<file path="src/rtl/btr_pkg.sv">
package btr_pkg;

	localparam int unsigned LEN_W     = 32;
	localparam int unsigned RATE_W    = 32;
	localparam int unsigned WIN_W     = 16;
	localparam int unsigned TIME_W    = 48;
	localparam int unsigned QUOTA_W   = 39;
	localparam int unsigned PROD_W    = RATE_W + WIN_W;

	localparam int unsigned CMD_DEPTH = 4;
	localparam int unsigned CMD_PW    = $clog2(CMD_DEPTH);
	localparam int unsigned RES_DEPTH = 4;
	localparam int unsigned RES_PW    = $clog2(RES_DEPTH);

	typedef enum logic [1:0] {
		OP_TICK = 2'd0,
		OP_SEND = 2'd1,
		OP_RECV = 2'd2
	} op_t;

	typedef enum logic [1:0] {
		ST_GRANT = 2'd0,
		ST_BUSY  = 2'd1,
		ST_EMPTY = 2'd2
	} status_t;

	typedef struct packed {
		op_t              op;
		logic [LEN_W-1:0] length;
	} cmd_t;

	typedef struct packed {
		logic             direction;
		status_t          status;
		logic [LEN_W-1:0] offset;
		logic [LEN_W-1:0] length;
		logic             last;
	} result_t;

	typedef struct packed {
		logic               load;
		logic [QUOTA_W-1:0] value;
	} quota_upd_t;

endpackage

</file>
<file path="src/rtl/btr_out_fifo.sv">
module btr_out_fifo (
	input  logic              clk,
	input  logic              arst_n,
	input  btr_pkg::result_t  res [2],
	input  logic [1:0]        res_cnt,
	output logic              room,
	input  logic              pop,
	output logic              empty,
	output btr_pkg::result_t  head
);
	import btr_pkg::*;

	result_t           mem_q [RES_DEPTH];
	logic [RES_PW-1:0] wr_q;
	logic [RES_PW-1:0] rd_q;
	logic [RES_PW:0]   cnt_q;
	logic              deq;

	assign room  = (cnt_q <= (RES_PW+1)'(RES_DEPTH - 2));
	assign empty = (cnt_q == '0);
	assign deq   = pop && !empty;
	assign head  = mem_q[rd_q];

	always_ff @(posedge clk) begin
		if (res_cnt != 2'd0) begin
			mem_q[wr_q] <= res[0];
		end
		if (res_cnt == 2'd2) begin
			mem_q[wr_q + 1'b1] <= res[1];
		end
	end

	always_ff @(posedge clk or negedge arst_n) begin
		if (!arst_n) begin
			wr_q  <= '0;
			rd_q  <= '0;
			cnt_q <= '0;
		end else begin
			wr_q <= wr_q + RES_PW'(res_cnt);
			if (deq) begin
				rd_q <= rd_q + 1'b1;
			end
			cnt_q <= cnt_q + (RES_PW+1)'(res_cnt) - (RES_PW+1)'(deq);
		end
	end

endmodule

</file>
<file path="config.mk">
export PLATFORM = sky130hd
export DESIGN_NAME = btr_out_fifo
export DESIGN_NICKNAME = d
export VERILOG_FILES = /design/src/rtl/btr_pkg.sv /design/src/rtl/btr_out_fifo.sv
export SDC_FILE = /design/constraint.sdc
export NUM_CORES = 1
export LEC_CHECK = 0
export BUFFER_PORTS_ARGS = -buffer_cell sky130_fd_sc_hd__buf_2
export CORE_MARGIN = 3
export CORE_UTILIZATION = 56
export DETAILED_ROUTE_END_ITERATION = 8
export PLACE_DENSITY = 0.79
export SLEW_MARGIN = 20
export SYNTH_ARGS = -nofsm -noshare
export SYNTH_HDL_FRONTEND = slang
export SYNTH_SLANG_ARGS = --single-unit
</file>
<file path="constraint.sdc">
create_clock -name clk -period 6.5 [get_ports clk]
set_input_delay 0.65 -clock clk [delete_from_list [all_inputs] [get_ports clk]]
set_output_delay 0.65 -clock clk [all_outputs]
set_load 0.005 [all_outputs]
</file>
# After elaboration in Yosys (flattened, before gate mapping)
# Memory sizes are Yosys's and may differ from the RTL's.
# Cells that the tools add are included.
word_totals:
  mem_count: 1
  ram_bits: 272
  input_bits: 141
  out_inout_bits: 70
  register_bits: 7
  word_cells: 19
memory_table:
  columns: ["memory", "depth", "width", "read_ports", "rd_ports_with_merged_regs", "write_ports", "line_no", "rtl"]
  rows:
  - ["mem_q", 4, 68, 1, 0, 2, "btr_out_fifo.sv:13", "result_t mem_q [RES_DEPTH];"]
op_classes:
  muxes: 4
  reduce_logical: 4
  add_sub_neg: 5
  n_lt_le_gt_ge: 1
  n_eq_ne: 1
ops:
  columns: ["op", "n"]
  rows:
  - ["2-bit by 1-bit adder with 2-bit output, second input constant", 2]
  - ["1-bit two-way mux", 4]
  - ["3-bit by 2-bit adder with 3-bit output", 1]
  - ["3-bit by 2-bit <= comparator with 1-bit output, second input constant", 1]
  - ["3-bit zero test", 1]
  - ["3-bit by 1-bit subtractor with 3-bit output", 1]
  - ["2-bit adder", 1]
  - ["2-bit equality test, second input constant", 1]
  - ["2-bit nonzero test", 1]
  - ["1-bit logical AND", 1]
  - ["1-bit zero test", 1]

# Longest topological paths before layout
depth:
  word_depth: 4
  mapped_depth: 8
  ltp_nobuf: 8

# Worst setup path after synthesis
# OpenSTA, ideal clock, no wires.
synth_path:
  path_type: "input to register"
  start: "in res_cnt[1]"
  end: "mem mem_q[0][0] (netlist name), enable pin"
  t_arrival_ns: 5.678
  t_required_ns: 5.912
  setup_time_ns: 0.588
  n_path_buf: 1
  stages: 3
  setup_slack_ns: 0.234
  cell_sequence: "buf_2 > o21bai_1 > o21ai_0"
synth_rtl:
  columns: ["item", "line_no", "rtl"]
  rows:
  - ["from (decl)", "btr_out_fifo.sv:5", "input logic [1:0] res_cnt,"]
  - ["to (decl)", "btr_out_fifo.sv:13", null]

==> impl_metrics.json <==
{
  "run_status": "completed",
  "first_pass_iters": 4,
  "reg2reg_slack_ns": 3.70,
  "wl_per_cell_um": 23.7,
  "cts_buffer_depth": 3,
  "worst-slew-pin-transition_ns": 1.11,
  "grt_max_degree": 70,
  "cp-startpoint": "rd_q[0]",
  "multi_input_area_um2": 5010,
  "stdcell_count": 1251,
  "synth_fp_nets": 846,
  "rows": 56,
  "seq_area_frac_synth": 0.613,
  "io_pins": 211,
  "reg2reg_depth": 3,
  "gp_congestion": 0.750,
  "synthCells": 700,
  "clk-insertion-delay-late_ns": 0.53,
  "setup_tns_ns": 0,
  "layout_min_cycle_time_ns": 3.62,
  "grt_pass1_vias": 8128,
  "fin_worst_skew_ns": 0.00430,
  "whs_ns": 0.427,
  "slew-limit-headroom": 0.258,
  "synth_edf_count": 272,
  "detail_route.vias_per_cell": 5.95,
  "syn_to_final_growth_pct": 16.5,
  "cp-endpoint": "head[3]",
  "drt_iter0_drc": 448,
  "clk_pin_slew_ns": 0.06,
  "cts-root-buf": "clkbuf_16",
  "cts-htree-levels": 1,
  "portBuffers": 210,
  "initial_utilization": 0.575,
  "report.final.hold_viol_count": 0,
  "synth_area_um2": 13600,
  "setup.worst_path.class": "flip-flop to primary output",
  "yosysUniqueCellTypes": 25,
  "coreArea_um2": 23700,
  "ys.flop_type": "edfxtp_1",
  "grt_pass1_wl_um": 46300,
  "cts_tree": "done",
  "worst_r2r_endpoint": "mem_q[3][28]",
  "ant_nets": 0,
  "drv_slew": 0,
  "setup_viol": 0,
  "dp_hpwl_um": 17700,
  "endpoint_kind": "primary output",
  "required_ns": 5.85,
  "rsz0062_at_grt": "false",
  "power_density_nw_per_um2": 419,
  "power.leakage_nw": 5.67,
  "fin_nets": 1052,
  "worstReg2RegStart": "wr_q[1]",
  "nFillCells": 1678,
  "cts_resized": 0,
  "dieWidth_um": 162,
  "wirelength_um": 29700,
  "die_y_um": 162,
  "dp.cells": 1193,
  "async_flop_share": 0.0251,
  "clock_sinks": 279,
  "die_area_um2": 26200,
  "final_cell_mix": "272 x edfxtp_1, 223 x mux2_2, 210 x buf_2, 68 x mux4_2",
  "final_common_cell": "edfxtp_1",
  "irDropWorstVdd_mv": 0.321,
  "cp_max_fo": 42,
  "yosysWarnings": 0,
  "crit_arrival_ns": 2.97,
  "track_usage": 0.227,
  "hold_path_class": "input pin to flip-flop",
  "avgSynthCellArea_um2": 19.4,
  "fmax_mhz": 276,
  "vias": 7445,
  "grt_remaining_overflow": 0,
  "drive_gt1_frac": 0.635,
  "register_area_um2": 8350,
  "cap_violations": 0,
  "numCtsBuffers": 29,
  "ys_seq_elements": 279,
  "timing.final.crit_share": 0.558,
  "cp-start-kind": "flip-flop",
  "drc": 0,
  "antenna_found_initial": 9
}
## layout make-up
cell class                 count  share of cell area
timing repair buffer         223              0.0749
tap                          319              0.0252
clock buffer                  37              0.0476
inverter                       8             0.00189
sequential                   279               0.526
clock inverter                15             0.00757
antenna                        5            0.000789
multi-input combinational    365               0.316
## power breakdown
| part | leakage [nW] | switching [mW] | internal (mW) |
|---|---|---|---|
| clock network | 0.430 | 0.653 | 0.894 |
| logic | 2.61 | 0.986 | 1.09 |
| registers | 2.63 | 0.336 | 2.68 |
## logic make-up after synthesis
kind of cell	Yosys count	share of synthesized area
xor+xnor	6	0.00386
simple gates	7	0.00561
fa+ha+maj	5	0.00515
flops	279	0.613
mux	341	0.346
compound gates	6	0.00303
buf+inv	56	0.0233
## worst min path at each step
stage                        start      endpoint  slack [ns]  depth (start not counted)
after floorplan             arst_n      cnt_q[0]        0.35                          0
after global placement      arst_n       wr_q[0]        0.49                          1
after detailed placement    arst_n       wr_q[0]        0.50                          1
after CTS                      pop       rd_q[0]        0.40                          3
after global routing      res[116]  mem_q[1][48]        0.43                          2
final                          pop       rd_q[0]        0.43                          3
## registers in the layout, summed over array words and instances (netlist names)
register,flops
cnt_q,3
mem_q,272
rd_q,2
wr_q,2
## synthesized netlist by cell type (2+ instances only)
cell type	instances	area [um2]
mux4_2	68	1530
xnor2_1	6	52.6
ha_1	4	50.1
inv_1	8	30.0
mux2_2	223	2510
dfrtp_1	7	175
mux2_1	20	225
buf_2	31	155
edfxtp_1	272	8170
nor2_1	2	7.51
o21bai_1	2	15.0
buf_4	2	15.0
mux2_4	29	435
buf_6	8	90.1
and4bb_1	2	25.0
clkbuf_1	7	26.3
## critical path: stages, from the launching register on
cell     delay, ns
dfrtp_4       1.01
buf_4         0.65
mux4_2        0.62
buf_2         0.15
## per-layer routing
| metal | vias up | part of all wire | global-route usage | wire [um] |
|---|---|---|---|---|
| li1 | 3297 | - | - | - |
| met1 | 3827 | 0.40 | 0.304 | 11800 |
| met2 | 274 | 0.50 | 0.387 | 15000 |
| met3 | 39 | 0.079 | 0.0528 | 2340 |
| met4 | 8 | 0.017 | 0.0492 | 509 |
| met5 | - | 0.0020 | 0 | 59 |
## repair_timing
item	4_1_cts	5_1_grt
endpoints found under the hold margin	7	0
hold buffers	1	0
buffers inserted	0	0
## through the flow
step / total power, mW / instance area [um2] / setup WS, ns / util
6_report: 6.64 / 15900 / 2.88 / 0.670
5_1_grt: 6.98 / 15900 / 2.60 / 0.670
4_1_cts: 6.72 / 15800 / 2.76 / 0.669
3_5_place_dp: 5.18 / 15000 / 3.34 / 0.632
3_3_place_gp: 5.11 / 14900 / 3.33 / 0.630
2_1_floorplan: 4.34 / 13600 / 0.234 / -
Power figures use the tool's default switching activity.
