===== src/rtl/btr_pkg.sv =====
package btr_pkg;

	localparam int unsigned LEN_W     = 32;
	localparam int unsigned RATE_W    = 32;
	localparam int unsigned WIN_W     = 16;
	localparam int unsigned TIME_W    = 48;
	localparam int unsigned QUOTA_W   = 39;
	localparam int unsigned PROD_W    = RATE_W + WIN_W;

	localparam int unsigned CMD_DEPTH = 4;
	localparam int unsigned CMD_PW    = $clog2(CMD_DEPTH);
	localparam int unsigned RES_DEPTH = 4;
	localparam int unsigned RES_PW    = $clog2(RES_DEPTH);

	typedef enum logic [1:0] {
		OP_TICK = 2'd0,
		OP_SEND = 2'd1,
		OP_RECV = 2'd2
	} op_t;

	typedef enum logic [1:0] {
		ST_GRANT = 2'd0,
		ST_BUSY  = 2'd1,
		ST_EMPTY = 2'd2
	} status_t;

	typedef struct packed {
		op_t              op;
		logic [LEN_W-1:0] length;
	} cmd_t;

	typedef struct packed {
		logic             direction;
		status_t          status;
		logic [LEN_W-1:0] offset;
		logic [LEN_W-1:0] length;
		logic             last;
	} result_t;

	typedef struct packed {
		logic               load;
		logic [QUOTA_W-1:0] value;
	} quota_upd_t;

endpackage


===== src/rtl/btr_front.sv =====
module btr_front (
	input  logic                       clk,
	input  logic                       arst_n,
	input  logic                       push,
	input  logic [1:0]                 opcode,
	input  logic [btr_pkg::LEN_W-1:0]  request_length,
	input  logic                       hold,
	output logic                       full,
	output btr_pkg::cmd_t              cmd,
	output logic                       cmd_valid,
	input  logic                       cmd_pop
);
	import btr_pkg::*;

	cmd_t              mem_q [CMD_DEPTH];
	logic [CMD_PW-1:0] wr_q;
	logic [CMD_PW-1:0] rd_q;
	logic [CMD_PW:0]   cnt_q;

	logic accept;
	logic known_op;
	logic enq;
	logic deq;

	always_comb begin
		case (op_t'(opcode))
			OP_TICK, OP_SEND, OP_RECV: known_op = 1'b1;
			default:                   known_op = 1'b0;
		endcase
	end

	assign full      = (cnt_q == (CMD_PW+1)'(CMD_DEPTH)) || hold;
	assign accept    = push && !full;
	assign enq       = accept && known_op;
	assign cmd_valid = (cnt_q != '0);
	assign deq       = cmd_pop && cmd_valid;
	assign cmd       = mem_q[rd_q];

	always_ff @(posedge clk) begin
		if (enq) begin
			mem_q[wr_q] <= '{op: op_t'(opcode), length: request_length};
		end
	end

	always_ff @(posedge clk or negedge arst_n) begin
		if (!arst_n) begin
			wr_q  <= '0;
			rd_q  <= '0;
			cnt_q <= '0;
		end else begin
			if (enq) begin
				wr_q <= wr_q + 1'b1;
			end
			if (deq) begin
				rd_q <= rd_q + 1'b1;
			end
			cnt_q <= cnt_q + (CMD_PW+1)'(enq) - (CMD_PW+1)'(deq);
		end
	end

endmodule


===== config.mk =====
export PLATFORM = sky130hd
export DESIGN_NAME = btr_front
export DESIGN_NICKNAME = d
export VERILOG_FILES = /design/src/rtl/btr_pkg.sv /design/src/rtl/btr_front.sv
export SDC_FILE = /design/constraint.sdc
export NUM_CORES = 1
export LEC_CHECK = 0
export BUFFER_PORTS_ARGS = -buffer_cell sky130_fd_sc_hd__buf_2
export CORE_AREA = 2 2 138 126
export CTS_CLUSTER_SIZE = 40
export DETAILED_ROUTE_END_ITERATION = 7
export DIE_AREA = 0 0 140 128
export SLEW_MARGIN = 20
export SYNTH_ARGS = -nofsm -noshare
export SYNTH_HDL_FRONTEND = slang
export SYNTH_SLANG_ARGS = --single-unit

===== constraint.sdc =====
create_clock -name clk -period 2.45 [get_ports clk]
set_input_delay 0.1225 -clock clk [delete_from_list [all_inputs] [get_ports clk]]
set_output_delay 0.1225 -clock clk [all_outputs]
set_load 0.01 [all_outputs]

* Word level (Yosys, flattened, before mapping)
Memories as Yosys holds them, arrays and structs flattened.
Index checks and enable logic that the tools add are counted.
** Storage, ports and cells
- Flip-flop bits (word level) :: 7
- RAM bits :: 136
- Bits of input ports :: 39
- Output and inout port bits :: 36
- Logic and storage cells :: 22
- Memories kept :: 1
** Cells by class
- Add/subtract/negate cells :: 4
- Equality and inequality tests :: 3
- Muxes and demuxes :: 3
- Reduce and logical (&&, ||, !) cells :: 8
** Memory list
- mem_q :: depth 4, bits a word 34, read ports 1, clocked after memory_dff 0, write ports 1, RTL line btr_front.sv:15 : cmd_t mem_q [CMD_DEPTH];
** Operators by type and width (number)
- adder 2 x 1 -> 2 bit (second input constant) :: 2
- adder 3 x 1 -> 3 bit :: 1
- == test 3 bit (second input constant) :: 1
- logical AND 1 bit :: 3
- two-way mux 1 bit :: 3
- nonzero test 3 bit :: 1
- OR reduction 3 bit :: 1
- subtractor 3 x 1 -> 3 bit :: 1
- == test 2 x 1 -> 1 bit (second input constant) :: 1
- == test 2 bit (second input constant) :: 1
- zero test 2 bit :: 1
- zero test 1 bit :: 1
- logical OR 1 bit :: 1

* Logic depth before layout (Yosys ltp)
- Depth in word-level cells :: 7
- Mapped depth :: 9
- Gate-level depth less buffers :: 9

* Least setup slack after synthesis
No wires, ideal clock.
- Kind :: flip-flop to flip-flop
- Start :: register cnt_q[1]
- End :: register cnt_q[2]
- Library setup time :: 0.127 ns
- Arrival :: 2.006 ns
- Required time :: 2.323 ns
- Path slack :: 0.317 ns
- Stages on the path, launching flop included :: 10
- Path buffers :: 0
- Cells stage by stage :: dfrtp_1 nor2_2 a211oi_4 inv_1 ha_1 inv_1 ha_1 fa_1 xor2_1 xnor2_1
** Between the ends
- Word-level cells in the longest chain between the ends :: 7
** RTL lines
- from (decl) :: RTL line btr_front.sv:18 : logic [CMD_PW:0] cnt_q;
- from (signal assigned) :: RTL line btr_front.sv:57 : cnt_q <= cnt_q + (CMD_PW+1)'(enq) - (CMD_PW+1)'(deq);
- == test 3 bit :: RTL line btr_front.sv:32 : assign full = (cnt_q == (CMD_PW+1)'(CMD_DEPTH)) || hold;
- logical OR 1 bit :: RTL line btr_front.sv:32
- zero test 1 bit :: RTL line btr_front.sv:33 : assign accept = push && !full;
- logical AND 1 bit :: RTL line btr_front.sv:33
- logical AND 1 bit :: RTL line btr_front.sv:34 : assign enq = accept && known_op;
- adder 3 x 1 -> 3 bit :: RTL line btr_front.sv:57
- subtractor 3 x 1 -> 3 bit * :: RTL line btr_front.sv:57
Every way passes the cells marked *; elsewhere a longest branch is shown, timed or not.
A chain may end at the register's enable or synchronous reset.

* Worst setup path after layout
- Start :: input opcode[0]
- End :: register cnt_q[2]
** Between the ends
- Word-level cells in the longest chain between the ends :: 6
** RTL lines
- from (decl) :: RTL line btr_front.sv:5 : input logic [1:0] opcode,
- == test 2 x 1 -> 1 bit, or another cell as far along :: RTL line btr_front.sv:26 : case (op_t'(opcode))
- OR reduction 3 bit * :: RTL line btr_front.sv:26
- two-way mux 1 bit * :: RTL line btr_front.sv:26
- logical AND 1 bit * :: RTL line btr_front.sv:34
- adder 3 x 1 -> 3 bit * :: RTL line btr_front.sv:57
- subtractor 3 x 1 -> 3 bit * :: RTL line btr_front.sv:57
Marks and branches as above.

==> impl_metrics.ini <==
[sta]
slew_violations = 0
fin_crit_sh_pct = 88.9
finalHoldViolations = 0
totalNegativeSetupSlack_ps = 0
setup_violations = 0
rsz0062_at_grt = no
min_period_ps = 2180
fmax_ghz = 0.459
worst_pin_slew_ps = 586
clock_skew_ps = 6.13
slew_headroom_pct = 61.0

[grt]
grt_pass1_wl_um = 15200
grt_overflow = 0
antenna_found_initial = 0
grt_pass1_vias = 2749
grt_start_max_net_pins = 23
grt_usage_pct = 11.8

[clock_network]
cts-buffers-inserted = 17
clk_pin_slew_ps = 60
numClockSinks = 143
cts_root_buf = clkbuf_16
clk_latency_ps = 410
cts_tree = yes
h-tree-depth = 4
post_cts_resized = 0
clock_path_buffers = 2

[synth]
yosysUniqueCellTypes = 19
syn_inst = 215
synth_area_per_cell_um2 = 24.9
ys_seq_elements = 143
ys_warn_count = 0
syn_nets = 261
syn_area_um2 = 5360
synth-seq-area-share_pct = 79.4

[worst_setup_path]
critPathRequiredTime_ps = 2740
crit_path_start_kind = primary input
path_class = in2reg
arrival_ps = 2470
critPathCaptureType = flop
critPathMaxFanout = 5

[place]
place_area_um2 = 6080
numPortBuffers = 74
dpl.hpwl_um = 6120
gp_congestion = 0.647

[drt]
drc = 4
vias = 2550
routed_wirelength_um = 9800
routedWlPerCell_um = 17.1
detail-route-antenna-nets = 0
dr.pass1.iters = 6
drtIter0Drc = 101
via_per_inst = 4.46

[power_and_ir_drop]
ir_drop_mv = 0.517
p_leak_nw = 2.46
power.density_nw_per_um2 = 1070

[cells_and_area]
synthToLayoutAreaGrowth_pct = 31.0
final_common_cell = edfxtp_1
final_area_um2 = 7030
fin_nets = 394
layout_common_cells = edfxtp_1 (136), buf_2 (74), dlygate4sd3_1 (35), mux4_2 (34), clkbuf_16 (17)
drive_gt1_share_pct = 45.4
num_antenna_cells = 0

[die]
die_h_um = 128
core_area_um2 = 16600
die_w_um = 140
dieArea_um2 = 17900
io_pins = 75
num_rows = 45
initial_core_util_pct = 32.3

[outcome]
status = finished with violations
violations = design-rule violations

[run]
drv_cap = 0

[min_path]
hold_path.class = in2reg
## power breakdown
| part | total (mW) | internal [mW] | switching (mW) |
|---|---|---|---|
| clock | 2.53 | 1.59 | 0.942 |
| combinational | 1.90 | 0.985 | 0.914 |
| sequential | 3.12 | 2.94 | 0.172 |
## logic make-up after synthesis
family	Yosys count	share of synthesized area, %
adder cells (fa/ha/maj)	7	1.77
AO/OA/AOI/OAI	4	0.910
AND/OR/NAND/NOR	7	0.887
multiplexers	35	14.6
XOR/XNOR	5	0.817
flip-flops	143	79.4
buffers and inverters	14	1.63
## sequential cells by signal (all words and copies together) (netlist names)
name   flops
wr_q       2
mem_q    136
rd_q       2
cnt_q      3
## layout make-up
cell class / count / area [µm²]
fill: 1450 / 9580
sequential: 143 / 4260
multi-input combinational: 58 / 1020
timing repair buffer: 122 / 868
clock buffer: 17 / 425
tap: 211 / 264
clock inverter: 15 / 169
inverter: 6 / 22.5
## path summary, 6_finish.rpt
kind | startpoint | end | slack [ps] | cells past startpoint
max in group asynchronous | arst_n | rd_q[1] | 2210 | 2
min reg2reg | wr_q[1] | wr_q[1] | 570 | 1
min | cmd_pop | rd_q[0] | 50 | 3
min in group asynchronous | arst_n | cnt_q[0] | 70 | 2
max | opcode[0] | cnt_q[2] | 270 | 11
max reg2reg | cnt_q[2] | cnt_q[2] | 310 | 7
## metrics by stage
stage	std cells	utilization [%]	hold slack (ps)	power (mW)	setup WS, ps
floorplan	215	-	-173	4.41	317
global route	572	42.3	45.6	7.95	185
detailed placement	505	36.6	-26.8	5.09	309
CTS	572	42.3	31.1	7.71	277
global placement	505	36.6	-31.8	5.05	343
finish	572	42.3	53.3	7.55	272
## layer usage
layer | track usage (%) | vias to the layer above | routed length (µm) | part of all wire, %
li1 | - | 1170 | - | -
met3 | 4.97 | 5 | 487 | 5.0
met2 | 19.2 | 60 | 4950 | 50
met5 | 0 | - | 0 | 0
met4 | 3.74 | 0 | 80 | 0.82
met1 | 14.6 | 1315 | 4280 | 44
## synth_stat cells
master | count | area share (%)
nor2_2 | 1 | 0.12
buf_6 | 4 | 0.84
inv_1 | 6 | 0.42
or3_2 | 1 | 0.14
mux4_2 | 34 | 14
fa_1 | 1 | 0.37
edfxtp_1 | 136 | 76
xor2_1 | 2 | 0.33
buf_2 | 4 | 0.37
a21bo_2 | 1 | 0.19
a211oi_4 | 1 | 0.37
dfrtp_1 | 7 | 3.3
a21o_2 | 1 | 0.16
nand2_1 | 1 | 0.070
ha_1 | 6 | 1.4
xnor2_1 | 3 | 0.49
o31a_2 | 1 | 0.19
and2_2 | 4 | 0.56
mux2_4 | 1 | 0.28
## timing repair
| action | 4_1_cts | 5_1_grt |
|---|---|---|
| hold endpoints to repair | 143 | 0 |
| setup buffers | 0 | 0 |
| hold buffers | 35 | 0 |
| endpoints found under the setup margin | 0 | 0 |
## critical path, cell delays in order
cell           delay, ps
dlygate4sd3_1        520
buf_2                150
a21bo_2              230
a211oi_4             210
inv_1                 70
ha_1                 270
inv_1                 40
ha_1                 180
fa_1                 370
xor2_1               180
xnor2_1              130
No activity file was read; power rests on OpenSTA's default activity.
