--- src/rtl/btr_pkg.sv ---
package btr_pkg;

	localparam int unsigned LEN_W     = 32;
	localparam int unsigned RATE_W    = 32;
	localparam int unsigned WIN_W     = 16;
	localparam int unsigned TIME_W    = 48;
	localparam int unsigned QUOTA_W   = 39;
	localparam int unsigned PROD_W    = RATE_W + WIN_W;

	localparam int unsigned CMD_DEPTH = 4;
	localparam int unsigned CMD_PW    = $clog2(CMD_DEPTH);
	localparam int unsigned RES_DEPTH = 4;
	localparam int unsigned RES_PW    = $clog2(RES_DEPTH);

	typedef enum logic [1:0] {
		OP_TICK = 2'd0,
		OP_SEND = 2'd1,
		OP_RECV = 2'd2
	} op_t;

	typedef enum logic [1:0] {
		ST_GRANT = 2'd0,
		ST_BUSY  = 2'd1,
		ST_EMPTY = 2'd2
	} status_t;

	typedef struct packed {
		op_t              op;
		logic [LEN_W-1:0] length;
	} cmd_t;

	typedef struct packed {
		logic             direction;
		status_t          status;
		logic [LEN_W-1:0] offset;
		logic [LEN_W-1:0] length;
		logic             last;
	} result_t;

	typedef struct packed {
		logic               load;
		logic [QUOTA_W-1:0] value;
	} quota_upd_t;

endpackage

--- src/rtl/btr_quota.sv ---
module btr_quota #(
	parameter int unsigned TICKS_PER_SECOND = 1000
) (
	input  logic                          clk,
	input  logic                          arst_n,
	input  logic                          start,
	input  logic [btr_pkg::RATE_W-1:0]    rate,
	input  logic [btr_pkg::WIN_W-1:0]     window,
	output btr_pkg::quota_upd_t           upd,
	output logic                          busy
);
	import btr_pkg::*;

	// quotient = floor(p * RECIP / 2^(PROD_W + SHIFT)) with RECIP rounded up,
	// exact for every PROD_W-bit product
	localparam int unsigned SHIFT  = $clog2(TICKS_PER_SECOND);
	localparam int unsigned DIG_W  = 16;
	localparam int unsigned STEPS  = 4;
	localparam int unsigned ACC_W  = PROD_W + DIG_W + 2;
	localparam int unsigned QSHIFT = PROD_W + SHIFT - DIG_W * (STEPS - 1);
	localparam logic [71:0] SCALE  = 72'd1 << (PROD_W + SHIFT);
	localparam logic [71:0] RECIP_X =
		(SCALE + 72'(TICKS_PER_SECOND) - 72'd1) / 72'(TICKS_PER_SECOND);
	localparam logic [DIG_W*STEPS-1:0] RECIP = RECIP_X[DIG_W*STEPS-1:0];

	typedef enum logic [1:0] {
		Q_IDLE,
		Q_MUL,
		Q_DONE
	} qstate_t;

	qstate_t                 state_q;
	logic [PROD_W-1:0]       prod_q;
	logic [ACC_W-1:0]        acc_q;
	logic [1:0]              step_q;
	quota_upd_t              upd_q;

	logic [DIG_W-1:0]        digit;
	logic [PROD_W+DIG_W-1:0] part;
	logic [ACC_W-1:0]        acc_next;
	logic [ACC_W-1:0]        quo;
	logic [QUOTA_W-1:0]      sat;

	// low digit first; bits shifted out are final
	always_comb begin
		digit    = RECIP[DIG_W*step_q +: DIG_W];
		part     = prod_q * digit;
		acc_next = (acc_q >> DIG_W) + ACC_W'(part);
		quo      = acc_q >> QSHIFT;
		sat      = (|quo[ACC_W-1:QUOTA_W]) ? '1 : quo[QUOTA_W-1:0];
	end

	always_ff @(posedge clk or negedge arst_n) begin
		if (!arst_n) begin
			state_q     <= Q_IDLE;
			prod_q      <= '0;
			acc_q       <= '0;
			step_q      <= '0;
			upd_q.load  <= 1'b0;
			upd_q.value <= '0;
		end else begin
			upd_q.load <= 1'b0;
			if (start) begin
				prod_q  <= PROD_W'(rate) * PROD_W'(window);
				acc_q   <= '0;
				step_q  <= '0;
				state_q <= Q_MUL;
			end else begin
				case (state_q)
					Q_MUL: begin
						acc_q  <= acc_next;
						step_q <= step_q + 1'b1;
						if (step_q == 2'(STEPS - 1)) begin
							state_q <= Q_DONE;
						end
					end
					Q_DONE: begin
						upd_q.value <= sat;
						upd_q.load  <= 1'b1;
						state_q     <= Q_IDLE;
					end
					default: begin
						state_q <= Q_IDLE;
					end
				endcase
			end
		end
	end

	assign upd  = upd_q;
	assign busy = start || (state_q != Q_IDLE);

endmodule

--- config.mk ---
export PLATFORM = sky130hd
export DESIGN_NAME = btr_quota
export DESIGN_NICKNAME = d
export VERILOG_FILES = /design/src/rtl/btr_pkg.sv /design/src/rtl/btr_quota.sv
export SDC_FILE = /design/constraint.sdc
export NUM_CORES = 2
export LEC_CHECK = 0
export BUFFER_PORTS_ARGS = -buffer_cell sky130_fd_sc_hd__buf_4
export CAP_MARGIN = 10
export CORE_MARGIN = 2
export CORE_UTILIZATION = 63
export DETAILED_ROUTE_END_ITERATION = 7
export GPL_ROUTABILITY_DRIVEN = 0
export PLACE_DENSITY = 0.8
export SLEW_MARGIN = 20
export SYNTH_ARGS = -nofsm -noshare
export SYNTH_HDL_FRONTEND = slang
export SYNTH_SLANG_ARGS = --single-unit
--- constraint.sdc ---
create_clock -name clk -period 10.6 [get_ports clk]
set_input_delay 2.12 -clock clk [delete_from_list [all_inputs] [get_ports clk]]
set_output_delay 2.12 -clock clk [all_outputs]
set_load 0.01 [all_outputs]
After elaboration in Yosys (flattened, before gate mapping)

Cells that the tools add are included.

Flip-flop bits (word level): 158
Latch bits: 0
Memory bits (writable): 0
Memory bits (read-only): 0
Input port bits: 51
Output and inout port bits: 41
Logic and storage cells: 31
Memories: 0

Add/sub/neg operators: 2
Multiply operators: 2
Div/mod/pow operators: 0
$lt $le $gt $ge: 0
Equality and inequality tests: 4
Shift-type cells: 1
Muxes and demuxes: 10
Bitwise gates (word level): 1
Reductions and logical operators: 5

Operator list:

| operator                                                     | number |
|---|---|
| two-way mux 66 bit                                           | 2 |
| two-way mux 40 bit                                           | 2 |
| adder 50 x 64 -> 65 bit                                      | 1 |
| multiplier 48 x 16 -> 64 bit                                 | 1 |
| variable part select 64 x 7 -> 16 bit (first input constant) | 1 |
| multiplier 32 x 16 -> 48 bit                                 | 1 |
| two-way mux 39 bit                                           | 1 |
| OR reduction 17 bit                                          | 1 |
| two-way mux 2 bit                                            | 5 |
| equality test 2 bit (second input constant)                  | 2 |
| nonzero test 2 bit                                           | 2 |
| != test 3 bit (second input constant)                        | 1 |
| adder 2 x 1 -> 2 bit (second input constant)                 | 1 |
| equality test 2 x 1 -> 1 bit (second input constant)         | 1 |
| AND reduction 2 bit                                          | 1 |
| logical OR 1 bit                                             | 1 |
| inverter 1 bit                                               | 1 |

Depth between registers and ports, before layout

Word-level depth: 5
Depth in mapped cells: 32

Worst setup path before layout

Ideal clock, no wire load.

Path type: input -> register
From: input window[1] in the netlist's numbering
To: register prod_q[46]
Arrival: 8.066 ns
Required time: 10.475 ns
Slack: 2.409 ns
Stages on the path: 25
Path buffers: 2
Path through: clkbuf_1 nand2_1 fa_1 inv_1 fa_1 inv_1 fa_1 inv_1 fa_1 fa_1 inv_1 fa_1 inv_1 ha_1 buf_6 a21o_1 a21o_1 o21bai_1 a221o_1 o31ai_4 a31o_2 o41a_1 o21ai_1 xor2_1 mux2_2

Longest elaborated chain between the ends: 1

Ends and longest elaborated chain:

| what                         | line            | source |
|---|---|---|
| start, declared              | btr_quota.sv:8  | `input logic [btr_pkg::WIN_W-1:0] window,` |
| multiplier 32 x 16 -> 48 bit | btr_quota.sv:64 | `prod_q <= PROD_W'(rate) * PROD_W'(window);` |
| end signal, assigned         | btr_quota.sv:64 |  |
| end, declared                | btr_quota.sv:33 | `logic [PROD_W-1:0] prod_q;` |

Every way passes these cells.
A chain may end at the register's enable or synchronous reset.

Worst setup path after layout

From: register step_q[0]
To: register acc_q[52]

Longest elaborated chain between the ends: 5

Ends and longest elaborated chain:

| what                                  | line            | source |
|---|---|---|
| start, declared                       | btr_quota.sv:35 | `logic [1:0] step_q;` |
| start signal, assigned                | btr_quota.sv:72 | `step_q <= step_q + 1'b1;` |
| variable part select 64 x 7 -> 16 bit | btr_quota.sv:46 | `digit = RECIP[DIG_W*step_q +: DIG_W];` |
| multiplier 48 x 16 -> 64 bit          | btr_quota.sv:47 | `part = prod_q * digit;` |
| adder 50 x 64 -> 65 bit               | btr_quota.sv:48 | `acc_next = (acc_q >> DIG_W) + ACC_W'(part);` |
| two-way mux 66 bit                    | btr_quota.sv:69 | `case (state_q)` |
| two-way mux 66 bit                    | btr_quota.sv:63 | `if (start) begin` |
| end signal, assigned                  | btr_quota.sv:71 | `acc_q <= acc_next;` |
| end, declared                         | btr_quota.sv:34 | `logic [ACC_W-1:0] acc_q;` |

Every way passes these cells. The select of a mux whose other input is x is not followed.

==> results.md <==
- Rel. slew slack: 0.289
- First-pass GRT wire length: 179000 um
- Die Width: 266 um
- Clock root buffer: clkbuf_16
- H-Tree Level Count: 4
- YS warnings: 0
- RSZ-0062 raised after global routing: no
- Most area-hungry cell type in the Yosys netlist: fa_1
- Num Clock Sinks: 147
- Maxcap violations: 0
- Arr. time, crit path: 8.86 ns
- Row count: 95
- Hold_buf cts: 0
- Slowest-stage cell, CP: ha_2
- Max Slew Vio Count: 0
- Req. time, crit path: 10.96 ns
- Area contributors post-synth: fa_1 40%, ha_1 12%, inv_1 9.0%
- Final HPWL DP: 85900 um
- Min Tclk post-route: 8.49 ns
- GRT Overall Usage: 0.322
- DR pass1 iterations: 6
- Initial Util: 0.639
- CTS Buf Count: 17
- Die area: 70500 sq um
- Least-Margin Pin Slew: 1.06 ns
- Area of the core: 67400 sq um
- Cts repair resizes: 0
- Number of global-route vias before repair: 35672
- Worst Hold Class: reg2reg
- Synthesized area: 43100 sq um
- Drt wl/cell: 19.3 um
- DR DRC count: 0
- Initial antenna violation count: 0
- Crit start category: register
- Setup TNS: 0 ns
- Skew final: 0.0207 ns
- Fillers: 5288
- Clock latency on the worst-skew pair: 0.47 ns
- Number of synthesized flops with an enable pin: 0
- CP endpoint kind: register
- Vias per inst: 5.85
- Syn Nets: 6063
- Total gr overflow: 0
- Seq cells post-synth: 147
- FFs w/ async S/R, synth: 1.00
- Die H: 266 um
- Crit-path max FO: 78
- Post-CTS Setup Bufs: 0
- Worst path top cell family by delay: adder cells
- Critical path's most frequent cell: fa_1
- Ant diodes: 0
- Critical path type: reg2reg
- Nets: 5936
- Port bufs: 91
- Status: complete, no violations
- Area grow syn2layout: 3.56%
- Post-synth top area share: 0.404
- Post-synthesis sequential area ratio: 0.0854
- Slowest stage delay, CP: 0.73 ns
- Synthesized instance count: 4729
- Via count: 32115
- Fmax: 0.118 GHz
- Post-route ant nets: 0
- Largest net degree at the start of global routing: 90
- Maximum root-to-sink buffer count: 2
- DR iter-0 viols: 2334
- Library cells used by synthesis: 75
- Total wire length: 106000 um
- Top FF cell, synth: dfrtp_1
- Final setup viols: 0
- Share of layout cells above drive strength 1: 0.0529
- CTS tree: done
- I/O Pins: 92
- WP buf/inv: 6
- Fin. Hold Viols: 0
- Mean post-synth cell area: 9.11 sq um
- Period utilization: 0.801
- Reg clk slew, reported paths: 0.07 ns
==> stage by stage <==
stage	hold slack, ns	util	std cells	cell area (sq um)	setup slack (ns)
3_5_place_dp	0.480	0.654	5456	44100	1.95
6_report	0.491	0.662	5488	44600	2.11
3_3_place_gp	0.471	0.654	5456	44100	2.04
4_1_cts	0.491	0.662	5488	44600	2.14
5_1_grt	0.521	0.662	5488	44600	1.67
2_1_floorplan	0.451	-	4729	43100	2.41
==> worst register-to-register path, delay by kind of cell (launching register included) <==
family / cells / cell delay, ns
adder cells (fa/ha/maj): 8 / 4.21
XOR/XNOR: 1 / 0.13
buffers and inverters: 6 / 1.09
AND/OR/NAND/NOR: 2 / 0.56
AO/OA/AOI/OAI: 8 / 2.06
flip-flops: 1 / 0.35
==> per-layer routing <==
layer  global-route usage  vias to the layer above  part of all wire
met3               0.0407                      432             0.061
met5                    0                        -                 0
met4                0.179                        0             0.061
met2                0.553                     1357              0.50
li1                     -                    14153                 -
met1                0.395                    16173              0.38
==> worst paths after layout <==
check | from | end | slack (ns) | depth (start not counted)
max in group asynchronous | arst_n | upd[13] | 7.55 | 2
worst max register to register | step_q[0] | acc_q[52] | 2.11 | 25
worst min register to register | acc_q[11] | acc_q[11] | 0.49 | 2
min in group asynchronous | arst_n | prod_q[3] | 1.73 | 1
worst min-delay path | acc_q[11] | acc_q[11] | 0.49 | 2
worst max-delay path | step_q[0] | acc_q[52] | 2.11 | 25
==> sequential cells by signal, summed over array words and instances (netlist names) <==
register  count
state_q       2
step_q        2
upd          40
acc_q        55
prod_q       48
==> cell type report <==
type / count / area, sq um / area share
clock buffers: 20 / 447 / 0.0100
clock inverters: 12 / 121 / 0.00272
inverters: 1034 / 3880 / 0.0870
well taps: 873 / 1090 / 0.0245
flip-flops and latches: 147 / 3680 / 0.0824
multi-input cells: 3298 / 34600 / 0.775
repair buffers: 104 / 810 / 0.0181
==> synthesized netlist by cell type, types with 94 or more instances <==
| cell type | number |
|---|---|
| and2_1 | 279 |
| clkbuf_1 | 231 |
| fa_1 | 870 |
| nor2b_1 | 97 |
| o21ai_0 | 94 |
| inv_1 | 1034 |
| a21oi_1 | 115 |
| dfrtp_1 | 147 |
| ha_1 | 413 |
| a21o_1 | 94 |
| xnor2_1 | 136 |
| nand2_1 | 647 |
==> placed cells by master (no fill, tap or decap), types with 85 or more instances in the layout <==
cell type,netlist,layout
and2_1,279,279
inv_1,1034,1034
a21oi_1,115,115
o21ai_0,94,94
nand2_1,647,647
fa_1,870,870
buf_4,3,101
dfrtp_1,147,147
ha_1,413,411
nor2b_1,97,97
xnor2_1,136,136
xor2_1,85,85
a21o_1,94,94
==> cell families after synthesis <==
| group | count (synthesis) | synth area share |
|---|---|---|
| AOI/OAI and AO/OA | 544 | 0.0879 |
| xor gates and xnor gates | 221 | 0.0449 |
| adders and majority gates | 1283 | 0.524 |
| buffers and inverters | 1284 | 0.112 |
| DFF | 147 | 0.0854 |
| muxes | 42 | 0.0111 |
| and+or+nand+nor | 1208 | 0.134 |
Power is not shown: default switching activity piles up to over one toggle a cycle in this logic, so the estimate is an artifact.
